**config.mk**
```make
export PLATFORM = sky130hd
export DESIGN_NAME = two_threshold_sparse_spike_select
export DESIGN_NICKNAME = d
export VERILOG_FILES = /design/src/sv/tts_pkg.sv /design/src/sv/two_threshold_sparse_spike_select.sv
export SDC_FILE = /design/constraint.sdc
export NUM_CORES = 2
export LEC_CHECK = 0
export ABC_AREA = 0
export BUFFER_PORTS_ARGS = -buffer_cell sky130_fd_sc_hd__buf_2
export CORE_AREA = 2 2 302 378
export CTS_BUF_LIST = sky130_fd_sc_hd__clkbuf_8 sky130_fd_sc_hd__clkbuf_16
export CTS_CLUSTER_SIZE = 30
export DETAILED_ROUTE_END_ITERATION = 7
export DIE_AREA = 0 0 304 380
export PLACE_DENSITY = 0.46
export SYNTH_ARGS = -nofsm -noshare
export SYNTH_HDL_FRONTEND = slang
export SYNTH_SLANG_ARGS = --single-unit
export TNS_END_PERCENT = 100
```
**constraint.sdc**
```tcl
create_clock -name i_clk -period 8.3 [get_ports i_clk]
set_clock_uncertainty 0.1 [all_clocks]
set_input_delay 0 -clock i_clk [delete_from_list [all_inputs] [get_ports i_clk]]
set_output_delay 0 -clock i_clk [all_outputs]
set_load 0.1 [all_outputs]
```
**src/sv/tts_pkg.sv**
```systemverilog
// Package for the two-threshold sparse spike selector.
// Holds the word types, register indexes, limits and reset values.
// No dependencies.
package tts_pkg;

    localparam int MAX_NEURONS = 4096;
    localparam int MAX_SLOTS   = 1024;

    localparam int NUM_W    = 13;   // num_neurons register
    localparam int SIZE_W   = 11;   // out_size register, list counters
    localparam int INDEX_W  = 12;   // item index within a frame
    localparam int SLOT_W   = 10;
    localparam int ID_W     = 16;
    localparam int RATIO_W  = 16;
    localparam int CFG_W    = 16;   // widest register
    localparam int VALUE_W  = 32;
    localparam int RATIO_SH = 15;   // near_ratio is Q1.15
    localparam int PROD_W   = VALUE_W + RATIO_W + 1;

    localparam logic [NUM_W-1:0]   RST_NUM_NEURONS = NUM_W'(4096);
    localparam logic [SIZE_W-1:0]  RST_OUT_SIZE    = SIZE_W'(256);
    localparam logic [ID_W-1:0]    RST_ID_OFFSET   = '0;
    localparam logic [RATIO_W-1:0] RST_NEAR_RATIO  = RATIO_W'(29491);

    typedef enum logic [1:0] {
        REG_NUM_NEURONS = 2'd0,
        REG_OUT_SIZE    = 2'd1,
        REG_ID_OFFSET   = 2'd2,
        REG_NEAR_RATIO  = 2'd3
    } t_cfg_reg;

    typedef struct packed {
        logic signed [VALUE_W-1:0] membrane;
        logic signed [VALUE_W-1:0] fire_level;
    } t_in_word;

    typedef struct packed {
        logic              placed;
        logic [SLOT_W-1:0] slot;
        logic [ID_W-1:0]   neuron_id;
        logic              is_spike;
        logic              frame_end;
        logic [SIZE_W-1:0] spike_count;
    } t_out_word;

endpackage

```
**src/sv/two_threshold_sparse_spike_select.sv**
```systemverilog
// Two-threshold sparse spike selector, top level.
// Uses tts_pkg for word types, register indexes and limits.
//
// Usage:
//   Input channel (i_in_valid / o_in_stall / i_in_data) carries one neuron
//   per word: membrane and fire_level, both signed Q16.16. A frame is
//   num_neurons words. Every accepted word yields exactly one result word on
//   the output channel (o_out_valid / i_out_stall / o_out_data), in order.
//   A result with placed set names a list slot (spikes fill from the front,
//   near-threshold or forced entries from the back) and the neuron id. The
//   result for the frame's last neuron has frame_end set and carries the
//   spike count; the list counters then clear for the next frame.
//   Throughput: one word per cycle while the receiver does not stall. An
//   accepted word passes through the stage 1 flag register, then the result
//   register. The first stage does the near-threshold multiply and compares;
//   the second stage holds the list counters and closes their update loop.
//   Reset (i_rst_n low, synchronous) empties the pipeline, clears the frame
//   counters and loads the register defaults. While the receiver stalls, the
//   result holds and the first stage still takes one more word; after that
//   o_in_stall rises. Write registers over i_cfg_* only when idle.
module two_threshold_sparse_spike_select
    import tts_pkg::*;
(
    input  logic             i_clk,
    input  logic             i_rst_n,
    input  logic             i_cfg_we,
    input  logic [1:0]       i_cfg_index,
    input  logic [CFG_W-1:0] i_cfg_data,
    input  logic             i_in_valid,
    output logic             o_in_stall,
    input  t_in_word         i_in_data,
    output logic             o_out_valid,
    input  logic             i_out_stall,
    output t_out_word        o_out_data
);

    // configuration
    logic [NUM_W-1:0]   r_num_neurons;
    logic [SIZE_W-1:0]  r_out_size;
    logic [ID_W-1:0]    r_id_offset;
    logic [RATIO_W-1:0] r_near_ratio;

    // frame state
    logic [INDEX_W-1:0] r_item_index, n_item_index;
    logic [SIZE_W-1:0]  r_front_count, n_front_count;
    logic [SIZE_W-1:0]  r_back_count, n_back_count;

    // stage 1: compare flags
    logic r_s1_valid;
    logic r_s1_near, r_s1_spike;
    logic n_s1_near, n_s1_spike;

    // stage 2: result register
    logic      r_out_valid;
    t_out_word r_out_data, n_out_data;

    logic in_take, s1_move, out_free;

    logic signed [PROD_W-1:0] thr_prod, mem_shift;

    logic [NUM_W-1:0]  num_eff, remaining;
    logic [SIZE_W-1:0] size_eff, used, free_slots, back_slot;
    logic              last, take;

    assign out_free   = !r_out_valid || !i_out_stall;
    assign s1_move    = r_s1_valid && out_free;
    assign o_in_stall = r_s1_valid && !out_free;
    assign in_take    = i_in_valid && !o_in_stall;

    assign o_out_valid = r_out_valid;
    assign o_out_data  = r_out_data;

    always_ff @(posedge i_clk) begin
        if (!i_rst_n) begin
            r_num_neurons <= RST_NUM_NEURONS;
            r_out_size    <= RST_OUT_SIZE;
            r_id_offset   <= RST_ID_OFFSET;
            r_near_ratio  <= RST_NEAR_RATIO;
        end else if (i_cfg_we) begin
            unique case (t_cfg_reg'(i_cfg_index))
                REG_NUM_NEURONS: r_num_neurons <= i_cfg_data[NUM_W-1:0];
                REG_OUT_SIZE:    r_out_size    <= i_cfg_data[SIZE_W-1:0];
                REG_ID_OFFSET:   r_id_offset   <= i_cfg_data[ID_W-1:0];
                REG_NEAR_RATIO:  r_near_ratio  <= i_cfg_data[RATIO_W-1:0];
                default: ;
            endcase
        end
    end

    // near test: membrane * 2^15 > fire_level * near_ratio, exact
    always_comb begin
        thr_prod   = PROD_W'(i_in_data.fire_level) * $signed({1'b0, r_near_ratio});
        mem_shift  = PROD_W'(i_in_data.membrane) <<< RATIO_SH;
        n_s1_near  = mem_shift > thr_prod;
        n_s1_spike = i_in_data.membrane > i_in_data.fire_level;
    end

    always_ff @(posedge i_clk) begin
        if (!i_rst_n) begin
            r_s1_valid <= 1'b0;
        end else if (in_take) begin
            r_s1_valid <= 1'b1;
        end else if (s1_move) begin
            r_s1_valid <= 1'b0;
        end
        if (in_take) begin
            r_s1_near  <= n_s1_near;
            r_s1_spike <= n_s1_spike;
        end
    end

    // list placement and frame bookkeeping
    always_comb begin
        if (r_num_neurons == '0) begin
            num_eff = NUM_W'(1);
        end else if (r_num_neurons > NUM_W'(MAX_NEURONS)) begin
            num_eff = NUM_W'(MAX_NEURONS);
        end else begin
            num_eff = r_num_neurons;
        end
        if (r_out_size == '0) begin
            size_eff = SIZE_W'(1);
        end else if (r_out_size > SIZE_W'(MAX_SLOTS)) begin
            size_eff = SIZE_W'(MAX_SLOTS);
        end else begin
            size_eff = r_out_size;
        end

        remaining = ({1'b0, r_item_index} < num_eff) ? num_eff - {1'b0, r_item_index}
                                                     : NUM_W'(1);
        last       = remaining == NUM_W'(1);
        used       = r_front_count + r_back_count;
        free_slots = size_eff - used;
        take       = (used < size_eff)
                   && (r_s1_near || remaining <= NUM_W'(free_slots));
        back_slot  = size_eff - SIZE_W'(1) - r_back_count;

        n_front_count = r_front_count;
        n_back_count  = r_back_count;
        n_out_data    = '0;

        if (take) begin
            n_out_data.placed    = 1'b1;
            n_out_data.neuron_id = r_id_offset + ID_W'(r_item_index);
            if (r_s1_spike) begin
                n_out_data.is_spike = 1'b1;
                n_out_data.slot     = r_front_count[SLOT_W-1:0];
                n_front_count       = r_front_count + SIZE_W'(1);
            end else begin
                n_out_data.slot = back_slot[SLOT_W-1:0];
                n_back_count    = r_back_count + SIZE_W'(1);
            end
        end

        if (last) begin
            n_out_data.frame_end   = 1'b1;
            n_out_data.spike_count = n_front_count;
            n_item_index           = '0;
            n_front_count          = '0;
            n_back_count           = '0;
        end else begin
            n_item_index = r_item_index + INDEX_W'(1);
        end
    end

    always_ff @(posedge i_clk) begin
        if (!i_rst_n) begin
            r_out_valid   <= 1'b0;
            r_item_index  <= '0;
            r_front_count <= '0;
            r_back_count  <= '0;
        end else begin
            if (s1_move) begin
                r_out_valid   <= 1'b1;
                r_item_index  <= n_item_index;
                r_front_count <= n_front_count;
                r_back_count  <= n_back_count;
            end else if (out_free) begin
                r_out_valid <= 1'b0;
            end
        end
        if (s1_move) begin
            r_out_data <= n_out_data;
        end
    end

endmodule

```
==> results by group <==
Detailed routing
  • DRC Markers: 0
  • Total vias in the final route: 22,500
  • Final wirelength: 89.6 mm
  • DR vias/cell: 4.50
  • DRT Pass-1 Iters: 5
  • Post-DR wirelength/cell: 17.9 um
  • Iteration-0 DRC Markers: 1,054
  • Antenna viol nets, final: 0

Timing
  • Final setup violating endpoints: 0
  • Fin crit period: 8.07 ns
  • Period utilisation layout: 0.972
  • Worst-margin pin slew: 0.942 ns
  • Worst Slack Setup Final: 0.233 ns
  • Fmax: 124 MHz
  • Fin. Hold Viols: 0
  • Relative slew slack: 0.368
  • Final-report max-slew violation count: 0

Worst setup path
  • Critical path's slowest cell: fa_1
  • Setup crit end kind: flip-flop
  • Critical Path Start Type: flip-flop
  • Beginning of the worst register-to-register path: r_near_ratio[7]
  • Worst path top cell family by delay: adder cells
  • R2r endpoint: r_s1_near
  • Worst Path Max Fanout: 11
  • Slowest stage delay, CP: 0.53 ns
  • R2r setup slk: 0.23 ns
  • Cell mode on critical path: fa_1
  • WS Path Type: reg -> reg
  • Worst reg2reg path depth: 34
  • Arr. time, crit path: 8.15 ns
  • Req. time, crit path: 8.39 ns
  • CP bufs+invs: 8

Die
  • Core region area: 0.112 sq mm
  • Die area: 0.116 sq mm
  • Die width: 304 um
  • Site row count: 137
  • Die H: 380 um
  • Initial Utilization: 0.249
  • Boundary Pins: 129

Clock network
  • Clk_lat worst skew: 0.44 ns
  • Clock slew at reported path FFs: 0.08 ns
  • Clock tree buffer depth: 2
  • CTS Buf Count: 17
  • CTS tree: built
  • H-tree depth: 4
  • CTS root buf: clkbuf_16
  • CTS sink count: 134

Job
  • Max-cap violations: 0

Layout
  • Core Util, Final: 0.300
  • NumNets Final: 4,374
  • Final Cell Area: 0.0334 sq mm
  • Ratio of cells with drive above 1 in the final layout: 0.150
  • Commonest cells after routing, fill and taps aside: inv_1 (648), nand2_1 (492), fa_1 (485)
  • # fillers: 11,900
  • Commonest non-fill, non-tap cell in the layout: inv_1
  • Finished Layout Cells: 5,015
  • P&R area growth vs syn: 20.3%

GRT
  • GR Util met2: 0.287
  • Met1 GRT Util: 0.195
  • Gr ovfl total: 0
  • Largest net degree at the start of global routing: 44
  • Vias in the first global route: 24,700
  • GRT Util Overall: 0.159
  • Global-route wire length before repair: 142 mm
  • Initial antenna violation count: 4
  • Busiest grt layer: met2
  • Met3 usage: 0.0174

Hold path
  • HP Class: in -> reg
  • Hold worst-path end: r_out_size[7]
  • Hold Path Cell Cnt: 5
  • HP Start: i_cfg_we

Logic synthesis
  • Synthesized Nets: 4,083
  • Synth warn: 0
  • Cells after synthesis: 3,251
  • Synthesized cell area: 0.0278 sq mm
  • EDFF count, synth: 42
  • Synth Register Bits: 134
  • Register area share after synthesis: 0.112
  • Distinct cells, synth: 74
  • Top_reg_cell synth: dfxtp_1
  • Fraction of registers with async set/reset: 0
  • Synthesized area per cell: 8.55 sq um

Place
  • Detail Placement HPWL: 76.5 mm
  • Final estimated routing congestion in global placement: 0.884
  • Dpl cell area: 0.0318 sq mm
  • Cell count after placement: 4,941
  • Pre-CTS WS: -0.405 ns
  • IO buf count: 128

Run status
  • Run status: finished clean
state kept, by name, indices dropped and copies added, names as in the netlist, 11 cells and up:
name,cells
r_num_neurons,13
r_near_ratio,16
r_front_count,11
r_back_count,11
r_id_offset,16
r_item_index,12
r_out_size,11
o_out_data,40
worst max path at each step:
stage	startpoint	end	slack (ns)	depth (start not counted)
after floorplan	r_near_ratio[10]	r_s1_near	0.36	32
after global placement	r_near_ratio[10]	r_s1_near	-0.37	33
after detailed placement	r_near_ratio[10]	r_s1_near	-0.40	35
after CTS	r_near_ratio[7]	r_s1_near	0.0007	29
after global routing	r_near_ratio[7]	r_s1_near	-0.01	34
final	r_near_ratio[7]	r_s1_near	0.23	34
per-layer routing:
metal / vias up / wire length, um
li1: 10700 / -
met1: 11200 / 37600
met2: 489 / 45600
met3: 141 / 3160
met4: 0 / 3300
met5: - / 0
per-stage QoR:
stage,hold WS [ns],TNS (ns)
final,0.0545,0
after global routing,0.0760,-0.0134
after CTS,0.0253,0
after detailed placement,0.137,-0.405
after global placement,0.132,-0.373
after floorplan,0.0207,0
worst min-delay path, stage by stage:
cell     delay (ns)
buf_2          0.14
nand2_1        0.08
nor2_1         0.16
nand2_1        0.11
a21oi_1        0.05
cells in the mapped netlist, drive strengths merged (60+ instances only):
master	number	area [sq um]
nor2	102	383
ha	251	3140
and2	220	1380
inv	662	2480
fa	494	9890
a21o	62	465
nand2	497	1870
xnor2	60	526
o21ai	65	325
a21oi	176	885
clkbuf	114	428
dfxtp	92	1840
cell families (layout without fill, tap and decap cells):
family / count (synthesis) / in the layout / share of synthesized area
and+or+nand+nor: 1056 / 1056 / 0.184
buffers and inverters: 787 / 1091 / 0.107
adders and majority gates: 745 / 745 / 0.469
AOI/OAI and AO/OA: 413 / 413 / 0.0921
DFF: 134 / 134 / 0.112
xor gates and xnor gates: 110 / 110 / 0.0347
muxes: 6 / 6 / 0.00239
other: 0 / 1 / 0
final cells by class:
cell class              count  area (sq um)  share of cell area
multi-input cells        2330         22300               0.667
flip-flops and latches    134          3120              0.0932
repair buffers            396          3100              0.0926
inverters                 663          2490              0.0745
well taps                1459          1830              0.0546
clock buffers              17           425              0.0127
clock inverters            15           179             0.00535
diodes                      1          2.50           0.0000749
timing repair:
action | 4_1_cts | 5_1_grt
pin swaps | 7 | 114
setup endpoints to repair | 1 | 1
hold buffers | 23 | 0
hold endpoints to repair | 58 | 0
gates resized for setup | 28 | 126
setup buffers | 0 | 20
cloned | 0 | 1
Power is not shown: default switching activity piles up to over one toggle a cycle in this logic, so the estimate is an artifact.
